`src/hw/rtl/rpfa_pkg.sv`:
```
// Shared types and constants of the page frame allocator.
// Holds operation, status and configuration register codes, the sequencer
// states, the field widths and the result bundle. Depends on nothing.
package rpfa_pkg;

  localparam int PAGE_COUNT_DEF = 32768;
  localparam int COUNT_BITS_DEF = 8;

  localparam int KIND_W      = 2;
  localparam int PAGE_W      = 15;
  localparam int STATUS_W    = 3;
  localparam int COUNT_OUT_W = 8;
  localparam int FIRST_W     = 15;
  localparam int END_W       = 16;
  localparam int CFG_DATA_W  = 16;
  localparam int CFG_IDX_W   = 1;

  typedef enum logic [KIND_W-1:0] {
    KIND_INIT   = 2'd0,
    KIND_ALLOC  = 2'd1,
    KIND_FREE   = 2'd2,
    KIND_ADDREF = 2'd3
  } kind_t;

  typedef enum logic [STATUS_W-1:0] {
    ST_OK        = 3'd0,
    ST_OOM       = 3'd1,
    ST_RANGE     = 3'd2,
    ST_OVERFLOW  = 3'd3,
    ST_NOT_ALLOC = 3'd4
  } status_t;

  typedef enum logic [CFG_IDX_W-1:0] {
    CFG_FIRST_PAGE = 1'd0,
    CFG_END_PAGE   = 1'd1
  } cfg_reg_t;

  typedef enum logic [2:0] {
    S_IDLE,
    S_SWEEP,
    S_POP,
    S_RMW,
    S_REPLY
  } state_t;

  typedef struct packed {
    status_t                  status;
    logic [PAGE_W-1:0]        page_out;
    logic                     released;
    logic [COUNT_OUT_W-1:0]   count_after;
  } result_t;

endpackage

```
`src/hw/rtl/rpfa_ctrl.sv`:
```
// Sequencer of the page frame allocator: configuration registers, stack
// depth, init sweep, read-modify-write of the counts and the result register.
// Depends on rpfa_pkg; drives the two rpfa_ram instances in the top level.
module rpfa_ctrl #(
  parameter int PAGE_COUNT = rpfa_pkg::PAGE_COUNT_DEF,
  parameter int COUNT_BITS = rpfa_pkg::COUNT_BITS_DEF,
  parameter int PB         = $clog2(PAGE_COUNT)
) (
  input  logic                              clk,
  input  logic                              rst,
  input  logic                              cfg_write,
  input  logic [rpfa_pkg::CFG_IDX_W-1:0]    cfg_index,
  input  logic [rpfa_pkg::CFG_DATA_W-1:0]   cfg_data,
  input  logic                              req_valid,
  output logic                              req_stall,
  input  logic [rpfa_pkg::KIND_W-1:0]       kind,
  input  logic [rpfa_pkg::PAGE_W-1:0]       page_number,
  output logic                              rsp_valid,
  input  logic                              rsp_stall,
  output rpfa_pkg::result_t                 rsp,
  output logic                              cnt_we,
  output logic [PB-1:0]                     cnt_waddr,
  output logic [COUNT_BITS-1:0]             cnt_wdata,
  output logic                              cnt_re,
  output logic [PB-1:0]                     cnt_raddr,
  input  logic [COUNT_BITS-1:0]             cnt_rdata,
  output logic                              stk_we,
  output logic [PB-1:0]                     stk_waddr,
  output logic [PB-1:0]                     stk_wdata,
  output logic                              stk_re,
  output logic [PB-1:0]                     stk_raddr,
  input  logic [PB-1:0]                     stk_rdata
);
  import rpfa_pkg::*;

  // Common compare width: holds end_page and PAGE_COUNT itself.
  localparam int CW  = (PB + 1 > END_W) ? PB + 1 : END_W;
  localparam int PXW = (PB > PAGE_W) ? PB : PAGE_W;
  localparam int CXW = (COUNT_BITS > COUNT_OUT_W) ? COUNT_BITS : COUNT_OUT_W;

  localparam logic [CW-1:0]         PC_C      = CW'(PAGE_COUNT);
  localparam logic [PB:0]           DEPTH_MAX = (PB + 1)'(PAGE_COUNT);
  localparam logic [PB-1:0]         LAST_PAGE = PB'(PAGE_COUNT - 1);
  localparam logic [COUNT_BITS-1:0] CNT_MAX   = '1;

  logic [FIRST_W-1:0] first_page;
  logic [END_W-1:0]   end_page;

  state_t          state, state_next;
  logic [PB:0]     depth, depth_next;
  logic [PB-1:0]   sweep, sweep_next;
  kind_t           op_kind;
  logic [PB-1:0]   op_idx;
  result_t         pend, pend_next;
  logic            pend_load;
  result_t         out_next;
  logic            out_load;
  logic            slot_free;

  logic [CW-1:0]   first_c, end_c, top_c, len_c, pg_c, sweep_c, stk_off;
  logic            in_range;
  logic [PB:0]     init_len;
  logic [PB-1:0]   pg_idx;
  logic [PXW-1:0]  got_x;
  logic [CXW-1:0]  cnt_x;
  logic [COUNT_BITS-1:0] cnt_new;

  always_ff @(posedge clk) begin
    if (rst) begin
      first_page <= '0;
      end_page   <= 16'h8000;
    end else if (cfg_write) begin
      case (cfg_reg_t'(cfg_index))
        CFG_FIRST_PAGE: first_page <= cfg_data[FIRST_W-1:0];
        CFG_END_PAGE:   end_page   <= cfg_data[END_W-1:0];
        default: ;
      endcase
    end
  end

  assign first_c  = CW'(first_page);
  assign end_c    = CW'(end_page);
  assign top_c    = (end_c < PC_C) ? end_c : PC_C;
  assign len_c    = (top_c > first_c) ? top_c - first_c : '0;
  assign init_len = len_c[PB:0];
  assign pg_c     = CW'(page_number);
  assign in_range = (pg_c >= first_c) && (pg_c < top_c);
  assign pg_idx   = pg_c[PB-1:0];
  assign sweep_c  = CW'(sweep);
  assign stk_off  = sweep_c - first_c;
  assign got_x    = PXW'(stk_rdata);

  assign slot_free = !rsp_valid || !rsp_stall;
  assign req_stall = (state != S_IDLE);

  always_comb begin
    state_next = state;
    depth_next = depth;
    sweep_next = sweep;
    pend_next  = pend;
    pend_load  = 1'b0;
    out_next   = '{status: ST_OK, page_out: '0, released: 1'b0, count_after: '0};
    out_load   = 1'b0;
    cnt_we     = 1'b0;
    cnt_waddr  = sweep;
    cnt_wdata  = '0;
    cnt_re     = 1'b0;
    cnt_raddr  = pg_idx;
    stk_we     = 1'b0;
    stk_waddr  = stk_off[PB-1:0];
    stk_wdata  = sweep;
    stk_re     = 1'b0;
    stk_raddr  = depth[PB-1:0] - 1'b1;
    cnt_new    = cnt_rdata;
    cnt_x      = '0;
    case (state)
      S_IDLE: begin
        if (req_valid) begin
          case (kind_t'(kind))
            KIND_INIT: begin
              sweep_next = '0;
              depth_next = init_len;
              state_next = S_SWEEP;
            end
            KIND_ALLOC: begin
              if (depth == '0) begin
                pend_next  = '{status: ST_OOM, page_out: '0, released: 1'b0,
                               count_after: '0};
                pend_load  = 1'b1;
                state_next = S_REPLY;
              end else begin
                stk_re     = 1'b1;
                depth_next = depth - 1'b1;
                state_next = S_POP;
              end
            end
            KIND_FREE, KIND_ADDREF: begin
              if (!in_range) begin
                pend_next  = '{status: ST_RANGE, page_out: '0, released: 1'b0,
                               count_after: '0};
                pend_load  = 1'b1;
                state_next = S_REPLY;
              end else begin
                cnt_re     = 1'b1;
                state_next = S_RMW;
              end
            end
            default: ;
          endcase
        end
      end
      S_SWEEP: begin
        // One count cleared and, inside the range, one page pushed per cycle.
        cnt_we = 1'b1;
        stk_we = (sweep_c >= first_c) && (sweep_c < top_c);
        if (sweep == LAST_PAGE) begin
          if (slot_free) begin
            out_load   = 1'b1;
            state_next = S_IDLE;
          end
        end else begin
          sweep_next = sweep + 1'b1;
        end
      end
      S_POP: begin
        if (slot_free) begin
          cnt_we    = 1'b1;
          cnt_waddr = stk_rdata;
          cnt_wdata = COUNT_BITS'(1);
          out_next.page_out    = got_x[PAGE_W-1:0];
          out_next.count_after = COUNT_OUT_W'(1);
          out_load   = 1'b1;
          state_next = S_IDLE;
        end
      end
      S_RMW: begin
        if (slot_free) begin
          cnt_waddr = op_idx;
          stk_waddr = depth[PB-1:0];
          stk_wdata = op_idx;
          if (op_kind == KIND_FREE) begin
            if (cnt_rdata == '0) begin
              out_next.status = ST_NOT_ALLOC;
            end else begin
              cnt_new   = cnt_rdata - 1'b1;
              cnt_we    = 1'b1;
              cnt_wdata = cnt_new;
              if (cnt_new == '0 && depth != DEPTH_MAX) begin
                stk_we            = 1'b1;
                depth_next        = depth + 1'b1;
                out_next.released = 1'b1;
              end
            end
          end else begin
            if (cnt_rdata == CNT_MAX) begin
              out_next.status = ST_OVERFLOW;
            end else begin
              cnt_new   = cnt_rdata + 1'b1;
              cnt_we    = 1'b1;
              cnt_wdata = cnt_new;
            end
          end
          cnt_x                = CXW'(cnt_new);
          out_next.count_after = cnt_x[COUNT_OUT_W-1:0];
          out_load   = 1'b1;
          state_next = S_IDLE;
        end
      end
      S_REPLY: begin
        if (slot_free) begin
          out_next   = pend;
          out_load   = 1'b1;
          state_next = S_IDLE;
        end
      end
      default: state_next = S_IDLE;
    endcase
  end

  always_ff @(posedge clk) begin
    if (rst) begin
      state <= S_IDLE;
      depth <= '0;
      sweep <= '0;
    end else begin
      state <= state_next;
      depth <= depth_next;
      sweep <= sweep_next;
    end
  end

  always_ff @(posedge clk) begin
    if (state == S_IDLE && req_valid) begin
      op_kind <= kind_t'(kind);
      op_idx  <= pg_idx;
    end
    if (pend_load) begin
      pend <= pend_next;
    end
  end

  always_ff @(posedge clk) begin
    if (rst) begin
      rsp_valid <= 1'b0;
    end else if (out_load) begin
      rsp_valid <= 1'b1;
    end else if (!rsp_stall) begin
      rsp_valid <= 1'b0;
    end
  end

  always_ff @(posedge clk) begin
    if (out_load) begin
      rsp <= out_next;
    end
  end

  a_depth_bound: assert property (@(posedge clk) disable iff (rst)
    depth <= DEPTH_MAX)
    else $error("free stack depth beyond page count");

  a_pop_depth: assert property (@(posedge clk) disable iff (rst)
    (state == S_IDLE && req_valid && kind_t'(kind) == KIND_ALLOC && depth != '0)
    |=> (depth == $past(depth) - 1'b1) && state == S_POP)
    else $error("allocate did not pop the stack");

  a_release_push: assert property (@(posedge clk) disable iff (rst)
    (out_load && out_next.released) |-> (stk_we && state == S_RMW))
    else $error("release reported without a push");

  a_no_overwrite: assert property (@(posedge clk) disable iff (rst)
    out_load |-> !(rsp_valid && rsp_stall))
    else $error("result register overwritten while stalled");

endmodule

```
`config.mk`:
```
export PLATFORM = sky130hd
export DESIGN_NAME = rpfa_ctrl
export DESIGN_NICKNAME = d
export VERILOG_FILES = /design/src/hw/rtl/rpfa_pkg.sv /design/src/hw/rtl/rpfa_ctrl.sv
export SDC_FILE = /design/constraint.sdc
export NUM_CORES = 1
export LEC_CHECK = 0
export BUFFER_PORTS_ARGS = -buffer_cell sky130_fd_sc_hd__buf_2
export CORE_MARGIN = 2
export CORE_UTILIZATION = 35
export CTS_BUF_LIST = sky130_fd_sc_hd__clkbuf_2 sky130_fd_sc_hd__clkbuf_4 sky130_fd_sc_hd__clkbuf_8
export CTS_CLUSTER_DIAMETER = 150
export DETAILED_ROUTE_END_ITERATION = 6
export MAX_ROUTING_LAYER = met4
export SLEW_MARGIN = 20
export SYNTH_ARGS = -nofsm -noshare
export SYNTH_HDL_FRONTEND = slang
export SYNTH_SLANG_ARGS = --single-unit
export TNS_END_PERCENT = 100
```
`constraint.sdc`:
```
create_clock -name clk -period 3 [get_ports clk]
set_input_delay 0.3 -clock clk [delete_from_list [all_inputs] [get_ports clk]]
set_output_delay 0.3 -clock clk [all_outputs]
set_load 0.01 [all_outputs]
```
* After elaboration in Yosys (flattened, before gate mapping)
Cells that the tools add are included.
** Cells by class
- Add/subtract/negate cells :: 8
- Multiply operators :: 0
- Divide/modulo/power cells :: 0
- $lt $le $gt $ge :: 6
- Equality and inequality tests :: 24
- Shifts and indexed selects :: 0
- Multiplexer cells :: 78
- Bitwise gates (word level) :: 1
- Reduce and logical (&&, ||, !) cells :: 24
** Operators by type and width (number)
- two-way mux 15 bit :: 9
- two-way mux 16 bit :: 8
- case mux 15 bit (2 select lines) :: 3
- two-way mux 27 bit :: 3
- case mux 16 bit (2 select lines) :: 2
- two-way mux 8 bit :: 7
- case mux 27 bit (2 select lines) :: 1
- < comparator 15 x 16 -> 1 bit :: 2
- >= comparator 15 bit :: 2
- two-way mux 1 bit :: 25
- two-way mux 3 bit :: 8
- case mux 8 bit (3 select lines) :: 1
- != test 2 bit (second input constant) :: 9
- case mux 3 bit (3 select lines) :: 2
- adder 16 x 1 -> 16 bit (second input constant) :: 1
- greater-than comparator 16 x 15 -> 1 bit :: 1
- logical NOT 16 bit :: 1
- logical NOT 8 bit :: 2
- < comparator 16 bit (second input constant) :: 1
- != test 16 bit (second input constant) :: 1
- case mux 8 bit (2 select lines) :: 1
- subtractor 16 x 1 -> 16 bit (second input constant) :: 1
- subtractor 16 x 15 -> 16 bit :: 1
- adder 15 x 1 -> 15 bit (second input constant) :: 1
- other kinds (33) :: 48
** Storage, ports and cells
- Bits in registers :: 137
- Latch bits :: 0
- Memory bits (writable) :: 0
- Memory bits (read-only) :: 0
- Input bits :: 62
- Output and inout bits :: 116
- Word-level logic and storage cells :: 157
- Memories kept :: 0

* Logic depth before layout (Yosys ltp)
Gate-level depths: netlist of the first run.
- Depth in word-level cells :: 9
- Gate-level depth with buffers :: 13
- Mapped depth without buffers :: 11

* Worst setup path before layout of the first run
OpenSTA, ideal clock, no wires.
- Path type :: flip-flop to flip-flop
- Start :: register end_page[15] (netlist: end_c[15])
- End :: register depth[3]
- Setup time :: 0.086 ns
- Data arrival time :: 2.806 ns
- Data required time :: 2.914 ns
- Slack :: 0.109 ns
- Stages on the path, launching flop included :: 13
- Path buffers :: 2
- Path through :: dfxtp_1 -> clkbuf_1 -> clkbuf_1 -> nand2b_1 -> inv_1 -> ha_1 -> nand4_1 -> a21oi_1 -> o221ai_1 -> a211oi_1 -> o21ai_0 -> or3_1 -> a211oi_1
** Between the ends
- Word-level cells in the longest chain between the ends :: 7
- Elaborated cells between the ends (all ways) :: 8
- Classes of those cells :: add/sub (1); order compare (2); mux (5)
** Ends and longest elaborated chain
- start: declaration :: line rpfa_ctrl.sv:47 : logic [END_W-1:0] end_page;
- start signal: assignment :: line rpfa_ctrl.sv:75 : CFG_END_PAGE: end_page <= cfg_data[END_W-1:0];
- < comparator 16 bit :: line rpfa_ctrl.sv:83 : assign top_c = (end_c < PC_C) ? end_c : PC_C;
- two-way mux 16 bit (*) :: line rpfa_ctrl.sv:83
- subtractor 16 x 15 -> 16 bit or greater-than comparator 16 x 15 -> 1 bit (tied branches) :: line rpfa_ctrl.sv:84 : assign len_c = (top_c > first_c) ? top_c - first_c : '0;
- two-way mux 16 bit (*) :: line rpfa_ctrl.sv:84
- case mux 16 bit (2 select lines) (*) :: line rpfa_ctrl.sv:119 : case (kind_t'(kind))
- two-way mux 16 bit (*) :: line rpfa_ctrl.sv:118 : if (req_valid) begin
- case mux 16 bit (2 select lines) (*) :: line rpfa_ctrl.sv:116 : case (state)
- end signal: assignment :: line rpfa_ctrl.sv:227 : depth <= depth_next;
- end: declaration :: line rpfa_ctrl.sv:50 : logic [PB:0] depth, depth_next;
Mark *: on every way between the ends. The rest lies on a longest branch, timed or not. The select of a mux whose other input is x is not followed.
A chain may end at the register's enable or synchronous reset.

* Final worst setup path of the first run
- Start :: register first_page[11]
- End :: output port stk_we
** Between the ends
- Word-level cells in the longest chain between the ends :: 3
** Ends and longest elaborated chain
- start: declaration :: line rpfa_ctrl.sv:46 : logic [FIRST_W-1:0] first_page;
- start signal: assignment :: line rpfa_ctrl.sv:74 : CFG_FIRST_PAGE: first_page <= cfg_data[FIRST_W-1:0];
- >= comparator 15 bit :: line rpfa_ctrl.sv:155 : stk_we = (sweep_c >= first_c) && (sweep_c < top_c);
- logical AND 1 bit :: line rpfa_ctrl.sv:155
- case mux 1 bit (2 select lines) :: line rpfa_ctrl.sv:116
- end: declaration :: line rpfa_ctrl.sv:27 : output logic stk_we,
No other way between the ends.

==> results.sh, run 1 <==
export IMPL_outcome="finished with violations"
export IMPL_violations_in_the_final_reports="setup timing"
export IMPL_cts_buffers_inserted=9
export IMPL_slew_viol_final=0
export IMPL_synthFlopType="dfxtp_1"
export IMPL_period_share_pct=101.9
export IMPL_postLayoutSetupSlackWorst_ns=-0.05602
export IMPL_synth_avg_cell_area_um2=7.944
export IMPL_synth_area_top_cells="edfxtp_1, dfxtp_1, ha_1"
export IMPL_routability_cong=0.9825
export IMPL_critical_path_required_ns=2.70
export IMPL_grt_pass1_vias=9097
export IMPL_leakage_nw=5.299
export IMPL_hpwlAfterDp_um=25740
export IMPL_setup_worst_path_start_class="flop"
export IMPL_firstDrtPassIters=5
export IMPL_grtUsageMet3_pct=2.436
export IMPL_min_delay_path_class="in2reg"
export IMPL_synthCells=1138
export IMPL_holdBufCountCts=0
export IMPL_grt_max_degree=33
export IMPL_grt_usage_pct=24.84
export IMPL_cell_internal_pwr_w=0.002901
export IMPL_routed_wl_um=33070
export IMPL_io_buffers=177
export IMPL_layout_min_cycle_time_ns=3.056
export IMPL_h_tree_depth=3
export IMPL_part_of_the_total_power_dissipated_in_sequential_elements_pct=37.9
export IMPL_path_class="reg2out"
export IMPL_start_util_pct=35.80
export IMPL_die_x_um=164.7
export IMPL_crit_path_end_kind="output pin"
export IMPL_slowest_stage="or4_4"
export IMPL_worst_skew_pair_late_latency_ns=0.41
export IMPL_synth_enable_flop_cells=46
export IMPL_finalPower_w=0.004753
export IMPL_power_switching_fraction_pct=38.97
export IMPL_synth_largest_type_area_fraction_pct=15.28
export IMPL_vias=9438
export IMPL_route_detailed_vias_per_inst=5.500
export IMPL_timing_hold_violations_final=0
export IMPL_cts_sinks=112
export IMPL_placementRows=58
export IMPL_post_synthesis_async_set_or_reset_flop_share_pct=0
export IMPL_cpPeakStageDelay_ns=0.52
export IMPL_coreArea_um2=25250
export IMPL_power_frac_comb_pct=42.1
export IMPL_finalNetCount=1525
export IMPL_synthDistinctLibCells=80
export IMPL_cell_taking_the_most_area_after_synthesis="edfxtp_1"
export IMPL_cp_most_frequent_cell="or4_4"
export IMPL_synth_net_count=1284
export IMPL_wl_per_cell_um=19.27
export IMPL_fraction_of_final_layout_cells_sized_beyond_drive_strength_1_pct=33.09
export IMPL_global_route_usage_met2_pct=40.03
export IMPL_grt_met1_usage_pct=31.95
export IMPL_drc_errors=0
export IMPL_globalRouteOverflowTotal=0
export IMPL_total_of_flip_flops_plus_latches_after_synthesis=112
export IMPL_critical_path_peak_fanout=4
export IMPL_cts_root_buffer_cell="clkbuf_8"
export IMPL_power_dens_cells_nw_per_um2=399.6
export IMPL_clkTransAtPathRegs_ns=0.13
export IMPL_rsz0062_at_grt="yes"
export IMPL_initial_antenna_violation_count=0
export IMPL_power_clock_fraction_pct=19.9
export IMPL_fmax_mhz=327.2
export IMPL_postRouteAntennaNets=0
export IMPL_fin_tns_setup_ns=-0.05602
export IMPL_crit_chain="inv_1 > ha_4 > and4_4 > nand3_1 > a211oi_2 > or4_4 > a221oi_2 > or4_4 > o21ai_2 > buf_2"
export IMPL_worst_margin_pin_slew_ns=0.8318
export IMPL_cts_root_to_sink_buffers=2
export IMPL_drtIter0Drc=701
export IMPL_seq_area_frac_synth_pct=29.90
export IMPL_synth_area_um2=9040
export IMPL_setup_viol_count_final=1
export IMPL_grt_first_pass_wirelength_um=50490
export IMPL_drv_max_cap_violation_count=0
export IMPL_layout_area_overhead_vs_synth_pct=31.59
export IMPL_ir_drop_v=0.0002043
export IMPL_dieArea_um2=27130
export IMPL_slew_limit_headroom_pct=44.34
export IMPL_die_height_um=164.7
export IMPL_cts_tree="done"
export IMPL_power_net_switching_w=0.001852
export IMPL_clock_skews_ns=0.02259
export IMPL_grt_busiest_layer="met2"
export IMPL_worst_ep_arrival_time_ns=2.76
export IMPL_floorplan_io_pins=178
export IMPL_yosysWarningCount=0
power groups by stage:
stage | registers [W] | logic (W) | clock network, W
after floorplan | 0.00182 | 0.00107 | 0
after global placement | 0.00183 | 0.00180 | 0
after detailed placement | 0.00183 | 0.00181 | 0
after CTS | 0.00180 | 0.00189 | 0.000966
after global routing | 0.00182 | 0.00217 | 0.00102
final | 0.00180 | 0.00200 | 0.000948
cells in the final DEF (no fill, tap or decap), types with 21 or more instances in the layout:
| cell type | count |
|---|---|
| o21ai_0 | 26 |
| dfxtp_1 | 52 |
| ha_1 | 60 |
| edfxtp_1 | 46 |
| nand2_1 | 172 |
| buf_2 | 175 |
| a21oi_1 | 91 |
| xor2_1 | 23 |
| and2_1 | 26 |
| buf_4 | 118 |
| inv_1 | 56 |
| nor2_1 | 85 |
| xnor2_1 | 21 |
| nand3_1 | 23 |
worst max-delay path, delay by kind of cell (launching register included):
family | cells | cell delay, ns
flip-flops | 1 | 0.37
AO/OA/AOI/OAI | 3 | 0.34
AND/OR/NAND/NOR | 4 | 1.05
buffers and inverters | 2 | 0.27
adder cells (fa/ha/maj) | 1 | 0.32
final cells by class:
class                      count  area [µm²]
clock inverter                 7       71.32
sequential                   112        2725
clock buffer                   9       123.9
antenna                        2       5.005
multi-input combinational    886        6409
tap                          330       412.9
inverter                      68       267.8
fill                        2510       13360
timing repair buffer         302        1881
through the flow:
stage | instance area, µm² | cells | setup WS (ns) | hold WS [ns] | util [%]
after global routing | 11890 | 1714 | -0.1154 | 0.1178 | 47.08
after detailed placement | 10820 | 1681 | 0.03920 | 0.4475 | 42.83
after floorplan | 9040 | 1138 | 0.1086 | 0.3989 | -
after CTS | 11510 | 1704 | -0.02015 | 0.1123 | 45.60
after global placement | 10820 | 1681 | 0.07110 | 0.4450 | 42.83
final | 11900 | 1716 | -0.05602 | 0.1166 | 47.10
cells by family (layout without fill, tap and decap cells):
| kind of cell | after synthesis | in the layout | share of synthesized area, % |
|---|---|---|---|
| simple gates | 453 | 453 | 24.54 |
| compound gates | 298 | 298 | 21.90 |
| buf+inv | 140 | 386 | 6.865 |
| flops | 112 | 112 | 29.90 |
| fa+ha+maj | 84 | 84 | 11.79 |
| xor+xnor | 47 | 47 | 4.554 |
| mux | 4 | 4 | 0.4568 |
| other cells | 0 | 2 | 0 |
sequential cells by signal, summed over array words and instances (netlist names):
name / count
sweep: 15
op_idx: 15
pend: 2
op_kind: 2
depth: 16
rsp_valid: 1
rsp: 27
first_page: 15
state: 3
end_c: 16
path summary, 6_finish.rpt:
path,startpoint,cells after the start,endpoint,slack (ns)
worst max-delay path,first_page[11],10,stk_we,-0.06
worst min-delay path,cfg_data[4],3,first_page[4],0.12
worst max register to register,depth[0],9,depth[12],0.20
worst min register to register,first_page[13],2,first_page[13],0.47
synth_stat cells, types with 4 or more instances:
cell type	instances
o31ai_1	5
a21oi_1	101
ha_1	82
nor4_1	5
a211oi_1	20
buf_4	17
a221o_1	4
a221oi_1	13
a211o_1	5
nor3b_1	4
and4_1	7
o221ai_1	5
and2_1	27
o211ai_1	8
a311oi_1	4
edfxtp_1	46
nand4_1	12
nor3_1	21
or2_2	4
buf_2	6
or4_1	9
nand2b_1	25
a21o_1	20
o41ai_1	4
inv_1	68
dfxtp_1	66
nor2b_1	12
a31oi_1	13
or3_1	10
xor2_1	24
nand2_1	175
xnor2_1	23
o21ai_0	42
nor2_1	86
o22ai_1	9
o21a_1	10
nand3_1	24
and3_1	14
clkbuf_1	42
timing repair:
item | 4_1_cts | 5_1_grt
buffers inserted | 9 | 11
endpoints found under the setup margin | 9 | 25
pin swaps | 34 | 34
gates resized for setup | 98 | 71
per-layer routing:
metal / routed length [µm] / up-vias / part of all wire, %
met5: 0 / - / 0
li1: - / 4569 / -
met3: 1729 / 68 / 5.2
met4: 1279 / 0 / 3.9
met2: 15450 / 306 / 47
met1: 14620 / 4495 / 44
No activity file was read; power rests on OpenSTA's default activity.
==> inputs of run 2 (changes only) <==
--- a/config.mk
+++ b/config.mk
@@ -5,7 +5,8 @@
 export SDC_FILE = /design/constraint.sdc
 export NUM_CORES = 1
 export LEC_CHECK = 0
-export BUFFER_PORTS_ARGS = -buffer_cell sky130_fd_sc_hd__buf_2
+export BUFFER_PORTS_ARGS = -buffer_cell sky130_fd_sc_hd__buf_4
+export CAP_MARGIN = 0
 export CORE_MARGIN = 2
 export CORE_UTILIZATION = 35
 export CTS_BUF_LIST = sky130_fd_sc_hd__clkbuf_2 sky130_fd_sc_hd__clkbuf_4 sky130_fd_sc_hd__clkbuf_8
==> results.sh, run 2 (synthesized netlist as in run 1, its figures left out) <==
export IMPL_outcome="finished with violations"
export IMPL_violations_in_the_final_reports="setup timing"
export IMPL_cts_root_buffer_cell="clkbuf_8"
export IMPL_finalNetCount=1514
export IMPL_firstDrtPassIters=5
export IMPL_worst_skew_pair_late_latency_ns=0.41
export IMPL_whs_path_depth=1
export IMPL_io_buffers=177
export IMPL_clkTransAtPathRegs_ns=0.13
export IMPL_cts_sinks=112
export IMPL_drv_max_cap_violation_count=0
export IMPL_drc_errors=0
export IMPL_critical_path_peak_fanout=5
export IMPL_r2r_start="end_c[15]"
export IMPL_finish_cell_count_without_fillers=1703
export IMPL_rr_worst_depth=10
export IMPL_regMostFlops="rsp"
export IMPL_timing_hold_violations_final=0
export IMPL_worst_margin_pin_slew_ns=0.7711
export IMPL_coreArea_um2=25250
export IMPL_die_height_um=164.7
export IMPL_h_tree_depth=3
export IMPL_drtIter0Drc=696
export IMPL_worst_ep_arrival_time_ns=2.86
export IMPL_grt_max_degree=37
export IMPL_worst_hold_startpoint="page_number[10]"
export IMPL_wl_per_cell_um=19.48
export IMPL_grt_usage_pct=24.98
export IMPL_fmax_mhz=316.3
export IMPL_cts_root_to_sink_buffers=2
export IMPL_clock_skews_ns=0.02154
export IMPL_crit_path_end_kind="output pin"
export IMPL_n_antenna_cell=0
export IMPL_cts_buffers_inserted=9
export IMPL_vias=9306
export IMPL_mostFrequentLayoutCells="buf_4, nand2_1, a21oi_1"
export IMPL_largest_register_ff_count=27
export IMPL_min_delay_path_class="in2reg"
export IMPL_fraction_of_final_layout_cells_sized_beyond_drive_strength_1_pct=30.59
export IMPL_slew_viol_final=0
export IMPL_grt_pass1_vias=8811
export IMPL_path_class="reg2out"
export IMPL_layout_filler_cells=2511
export IMPL_setup_viol_count_final=2
export IMPL_postLayoutSetupSlackWorst_ns=-0.1614
export IMPL_slew_limit_headroom_pct=48.40
export IMPL_timing_reg2reg_setup_slack_ns=0.20
export IMPL_hold_end="op_idx[10]"
export IMPL_power_dens_cells_nw_per_um2=411.6
export IMPL_routed_wl_um=33180
export IMPL_routability_cong=0.9560
export IMPL_hold_slack_ns=0.1022
export IMPL_multi_input_comb_area_um2=6160
export IMPL_leakage_nw=5.323
export IMPL_ir_drop_v=0.0002117
export IMPL_globalRouteOverflowTotal=0
export IMPL_layout_cells_most_common="buf_4"
export IMPL_reg2reg_to="depth[15]"
export IMPL_dpl_cell_count=1676
export IMPL_dieArea_um2=27130
export IMPL_setup_worst_path_start_class="flop"
export IMPL_layout_min_cycle_time_ns=3.161
export IMPL_grt_first_pass_wirelength_um=50430
export IMPL_rsz0062_at_grt="yes"
export IMPL_holdBufCountCts=0
export IMPL_cts_tree="done"
export IMPL_layout_area_overhead_vs_synth_pct=33.02
export IMPL_initial_antenna_violation_count=0
export IMPL_postRouteAntennaNets=0
export IMPL_period_share_pct=105.4
export IMPL_fin_tns_setup_ns=-0.2222
export IMPL_start_util_pct=35.80
export IMPL_route_detailed_vias_per_inst=5.464
export IMPL_hpwlAfterDp_um=26310
export IMPL_critical_path_required_ns=2.70
export IMPL_die_x_um=164.7
export IMPL_placementRows=58
export IMPL_final_seq_area_um2=2721
export IMPL_floorplan_io_pins=178
run 2: changes by cell type in the layout (fill, tap and decap cells not counted), sizes merged:
cell,before,now
buf,302,291
clkinvlp,2,0
bufinv,0,1
clkinv,2,4
inv,71,70
diode,2,0
run 2: final cells by class:
type                    count  area share, %
clock buffers               9          1.030
clock inverters             7         0.8948
inverters                  68          2.164
multi-input cells         886          51.22
flip-flops and latches    112          22.63
well taps                 330          3.434
repair buffers            291          18.62
run 2: repair_timing:
item | in CTS | in global routing
endpoints found under the setup margin | 10 | 16
endpoints found under the hold margin | 0 | 0
resized for setup | 65 | 59
buffers inserted | 6 | 7
pin swaps | 19 | 25
run 2: worst max path at each step:
stage	from	to	slack [ns]	cells past startpoint
after floorplan	end_c[15]	depth[3]	0.11	12
after global placement	first_page[3]	stk_waddr[11]	-0.16	13
after detailed placement	first_page[3]	stk_waddr[11]	-0.08	13
after CTS	first_page[4]	stk_waddr[13]	-0.11	10
after global routing	first_page[9]	stk_we	-0.24	11
final	first_page[9]	stk_we	-0.16	11
run 2: metal layers:
layer  vias to the layer above  wire length, µm  global-route usage [%]  share of wire, %
met1                      4382            14810                   33.61                45
met2                       329            15560                   40.26                47
met5                         -                0                       -                 0
met4                         0              773                   6.719               2.3
li1                       4549                -                       -                 -
met3                        46             2032                   2.461               6.1
run 2: metrics by stage:
stage / instance area [µm²] / total power [W] / worst slack (ns) / utilization, %
floorplan: 9040 / 0.002890 / 0.1086 / -
global placement: 11220 / 0.003785 / -0.1638 / 44.44
detailed placement: 11220 / 0.003796 / -0.08435 / 44.44
CTS: 11730 / 0.004891 / -0.1079 / 46.43
global route: 12030 / 0.005219 / -0.2393 / 47.62
finish: 12030 / 0.004950 / -0.1614 / 47.62
run 2: report_power, final:
group          internal [W]  switching (W)
sequential          0.00172      0.0000904
combinational      0.000950        0.00113
clock              0.000421       0.000640
total               0.00309        0.00186
run 2: critical path: stages, from the launching register on:
cell      delay, ns
dfxtp_2        0.36
inv_2          0.07
ha_4           0.27
buf_4          0.12
and4_4         0.24
nand3_1        0.13
a211oi_2       0.25
or4_4          0.19
a221oi_2       0.06
or4_4          0.55
o21ai_2        0.08
buf_4          0.14
==> inputs of run 3 (changes only) <==
--- a/config.mk
+++ b/config.mk
@@ -8,11 +8,13 @@
 export BUFFER_PORTS_ARGS = -buffer_cell sky130_fd_sc_hd__buf_4
 export CAP_MARGIN = 0
 export CORE_MARGIN = 2
-export CORE_UTILIZATION = 35
+export CORE_UTILIZATION = 45
 export CTS_BUF_LIST = sky130_fd_sc_hd__clkbuf_2 sky130_fd_sc_hd__clkbuf_4 sky130_fd_sc_hd__clkbuf_8
 export CTS_CLUSTER_DIAMETER = 150
 export DETAILED_ROUTE_END_ITERATION = 6
 export MAX_ROUTING_LAYER = met4
+export PLACE_DENSITY = 0.67
+export SKIP_CTS_REPAIR_TIMING = 1
 export SLEW_MARGIN = 20
 export SYNTH_ARGS = -nofsm -noshare
 export SYNTH_HDL_FRONTEND = slang
==> constraint.sdc (replaced) <==
create_clock -name clk -period 3.3 [get_ports clk]
set_input_delay 0.33 -clock clk [delete_from_list [all_inputs] [get_ports clk]]
set_output_delay 0.33 -clock clk [all_outputs]
set_load 0.01 [all_outputs]
==> results.sh, run 3 (synthesized netlist as in run 1, its figures left out) <==
export IMPL_start_util_pct=46.15
export IMPL_finalNetCount=1455
export IMPL_die_height_um=145.7
export IMPL_slew_limit_headroom_pct=43.86
export IMPL_mostFrequentLayoutCells="buf_4, nand2_1, a21oi_1"
export IMPL_hpwlAfterDp_um=23970
export IMPL_outcome="completed"
export IMPL_dieArea_um2=21240
export IMPL_cts_root_buffer_cell="clkbuf_8"
export IMPL_global_route_usage_met2_pct=45.85
export IMPL_cts_root_to_sink_buffers=2
export IMPL_layout_cells_most_common="buf_4"
export IMPL_slowest_stage="or4_4"
export IMPL_layout_area_overhead_vs_synth_pct=22.89
export IMPL_grt_usage_pct=28.97
export IMPL_layout_filler_cells=1892
export IMPL_crit_path_end_kind="output pin"
export IMPL_grt_first_pass_wirelength_um=47670
export IMPL_part_of_the_total_power_dissipated_in_sequential_elements_pct=39.2
export IMPL_h_tree_depth=3
export IMPL_globalRouteOverflowTotal=0
export IMPL_critical_path_peak_fanout=4
export IMPL_fraction_of_final_layout_cells_sized_beyond_drive_strength_1_pct=22.83
export IMPL_firstDrtPassIters=5
export IMPL_power_dens_cells_nw_per_um2=377.3
export IMPL_path_class="reg2out"
export IMPL_power_net_switching_w=0.001589
export IMPL_worst_hold_startpoint="page_number[13]"
export IMPL_finish_cell_count_without_fillers=1579
export IMPL_reg2reg_to="depth[3]"
export IMPL_cts_tree="done"
export IMPL_ir_drop_v=0.0002689
export IMPL_die_x_um=145.7
export IMPL_clkTransAtPathRegs_ns=0.12
export IMPL_power_clock_fraction_pct=20.5
export IMPL_timing_reg2reg_setup_slack_ns=0.26
export IMPL_largest_register_ff_count=27
export IMPL_io_buffers=177
export IMPL_n_antenna_cell=0
export IMPL_drc_errors=0
export IMPL_period_share_pct=97.85
export IMPL_hold_end="op_idx[13]"
export IMPL_worst_ep_arrival_time_ns=2.90
export IMPL_grt_pass1_vias=8523
export IMPL_cts_buffers_inserted=9
export IMPL_clock_skews_ns=0.01438
export IMPL_placementRows=51
export IMPL_coreArea_um2=19590
export IMPL_route_detailed_vias_per_inst=5.810
export IMPL_final_seq_area_um2=2713
export IMPL_worst_margin_pin_slew_ns=0.8404
export IMPL_rr_worst_depth=10
export IMPL_grt_busiest_layer="met2"
export IMPL_fmax_mhz=309.7
export IMPL_worst_skew_pair_late_latency_ns=0.40
export IMPL_layout_min_cycle_time_ns=3.229
export IMPL_setup_viol_count_final=0
export IMPL_crit_chain="inv_1 > ha_1 > and2_1 > nand3_1 > o41ai_1 > a221oi_2 > or4_4 > o21ai_0 > buf_4"
export IMPL_regMostFlops="rsp"
export IMPL_whs_path_depth=1
export IMPL_routed_wl_um=30530
export IMPL_grt_max_degree=49
export IMPL_drtIter0Drc=967
export IMPL_timing_hold_violations_final=0
export IMPL_cpPeakStageDelay_ns=0.55
export IMPL_grtUsageMet3_pct=3.292
export IMPL_leakage_nw=4.911
export IMPL_finalPower_w=0.004191
export IMPL_drv_max_cap_violation_count=0
export IMPL_power_switching_fraction_pct=37.90
export IMPL_multi_input_comb_area_um2=5864
export IMPL_cts_sinks=112
export IMPL_vias=9174
export IMPL_dpl_cell_count=1561
export IMPL_floorplan_io_pins=178
export IMPL_cell_internal_pwr_w=0.002603
export IMPL_power_frac_comb_pct=40.3
export IMPL_setup_worst_path_start_class="flop"
export IMPL_routability_cong=0.9725
export IMPL_r2r_start="first_page[5]"
export IMPL_wl_per_cell_um=19.33
export IMPL_initial_antenna_violation_count=0
export IMPL_min_delay_path_class="in2reg"
export IMPL_grt_met1_usage_pct=39.39
export IMPL_postRouteAntennaNets=0
export IMPL_slew_viol_final=0
export IMPL_critical_path_required_ns=2.97
[run 3: changes by cell type in the layout (fill, tap and decap cells not counted), sizes merged]
cell,before,now
clkinv,4,2
buf,291,232
bufinv,1,0
clkinvlp,0,1
inv,70,72
[run 3: stage by stage]
step | setup slack [ns] | utilization [%] | instance area, µm² | setup TNS (ns) | hold slack, ns
after floorplan | 0.4086 | - | 9040 | 0 | 0.4289
after global placement | 0.2163 | 54.83 | 10740 | 0 | 0.4437
after detailed placement | 0.2180 | 54.83 | 10740 | 0 | 0.4491
after CTS | -0.1648 | 55.87 | 10940 | -0.3217 | 0.1212
after global routing | -0.03838 | 56.71 | 11110 | -0.03838 | 0.1247
final | 0.07109 | 56.71 | 11110 | 0 | 0.1377
[run 3: power groups by stage]
stage / Combinational [W] / Sequential (W) / Clock, W
finish: 0.00169 / 0.00164 / 0.000859
global route: 0.00183 / 0.00166 / 0.000923
CTS: 0.00166 / 0.00164 / 0.000880
detailed placement: 0.00165 / 0.00167 / 0
global placement: 0.00165 / 0.00167 / 0
floorplan: 0.000970 / 0.00166 / 0
[run 3: how the worst max path moves through the flow]
stage,startpoint,to,slack [ns],cells past startpoint
6_report,first_page[12],stk_we,0.07,9
5_1_grt,first_page[9],stk_we,-0.04,10
4_1_cts,first_page[9],stk_we,-0.16,10
3_5_place_dp,end_c[15],depth[3],0.22,10
3_3_place_gp,end_c[15],depth[3],0.22,10
2_1_floorplan,end_c[15],depth[3],0.41,12
[run 3: routing by layer]
layer,vias up,part of all wire (%)
met3,51,7.0
met2,390,46
met4,0,2.7
li1,4415,-
met5,-,0
met1,4318,44
[run 3: worst max-delay path: cells and delay by family, from the launching register on]
kind / cells / cell delay, ns
buffers and inverters: 2 / 0.31
DFF: 1 / 0.36
AOI/OAI and AO/OA: 3 / 0.55
adders and majority gates: 1 / 0.41
and+or+nand+nor: 3 / 0.85
[run 3: final cells by class]
cell class | count | area share (%)
well taps | 265 | 2.985
repair buffers | 232 | 15.68
inverters | 68 | 2.298
clock inverters | 7 | 0.7208
flip-flops and latches | 112 | 24.42
multi-input cells | 886 | 52.79
clock buffers | 9 | 1.115
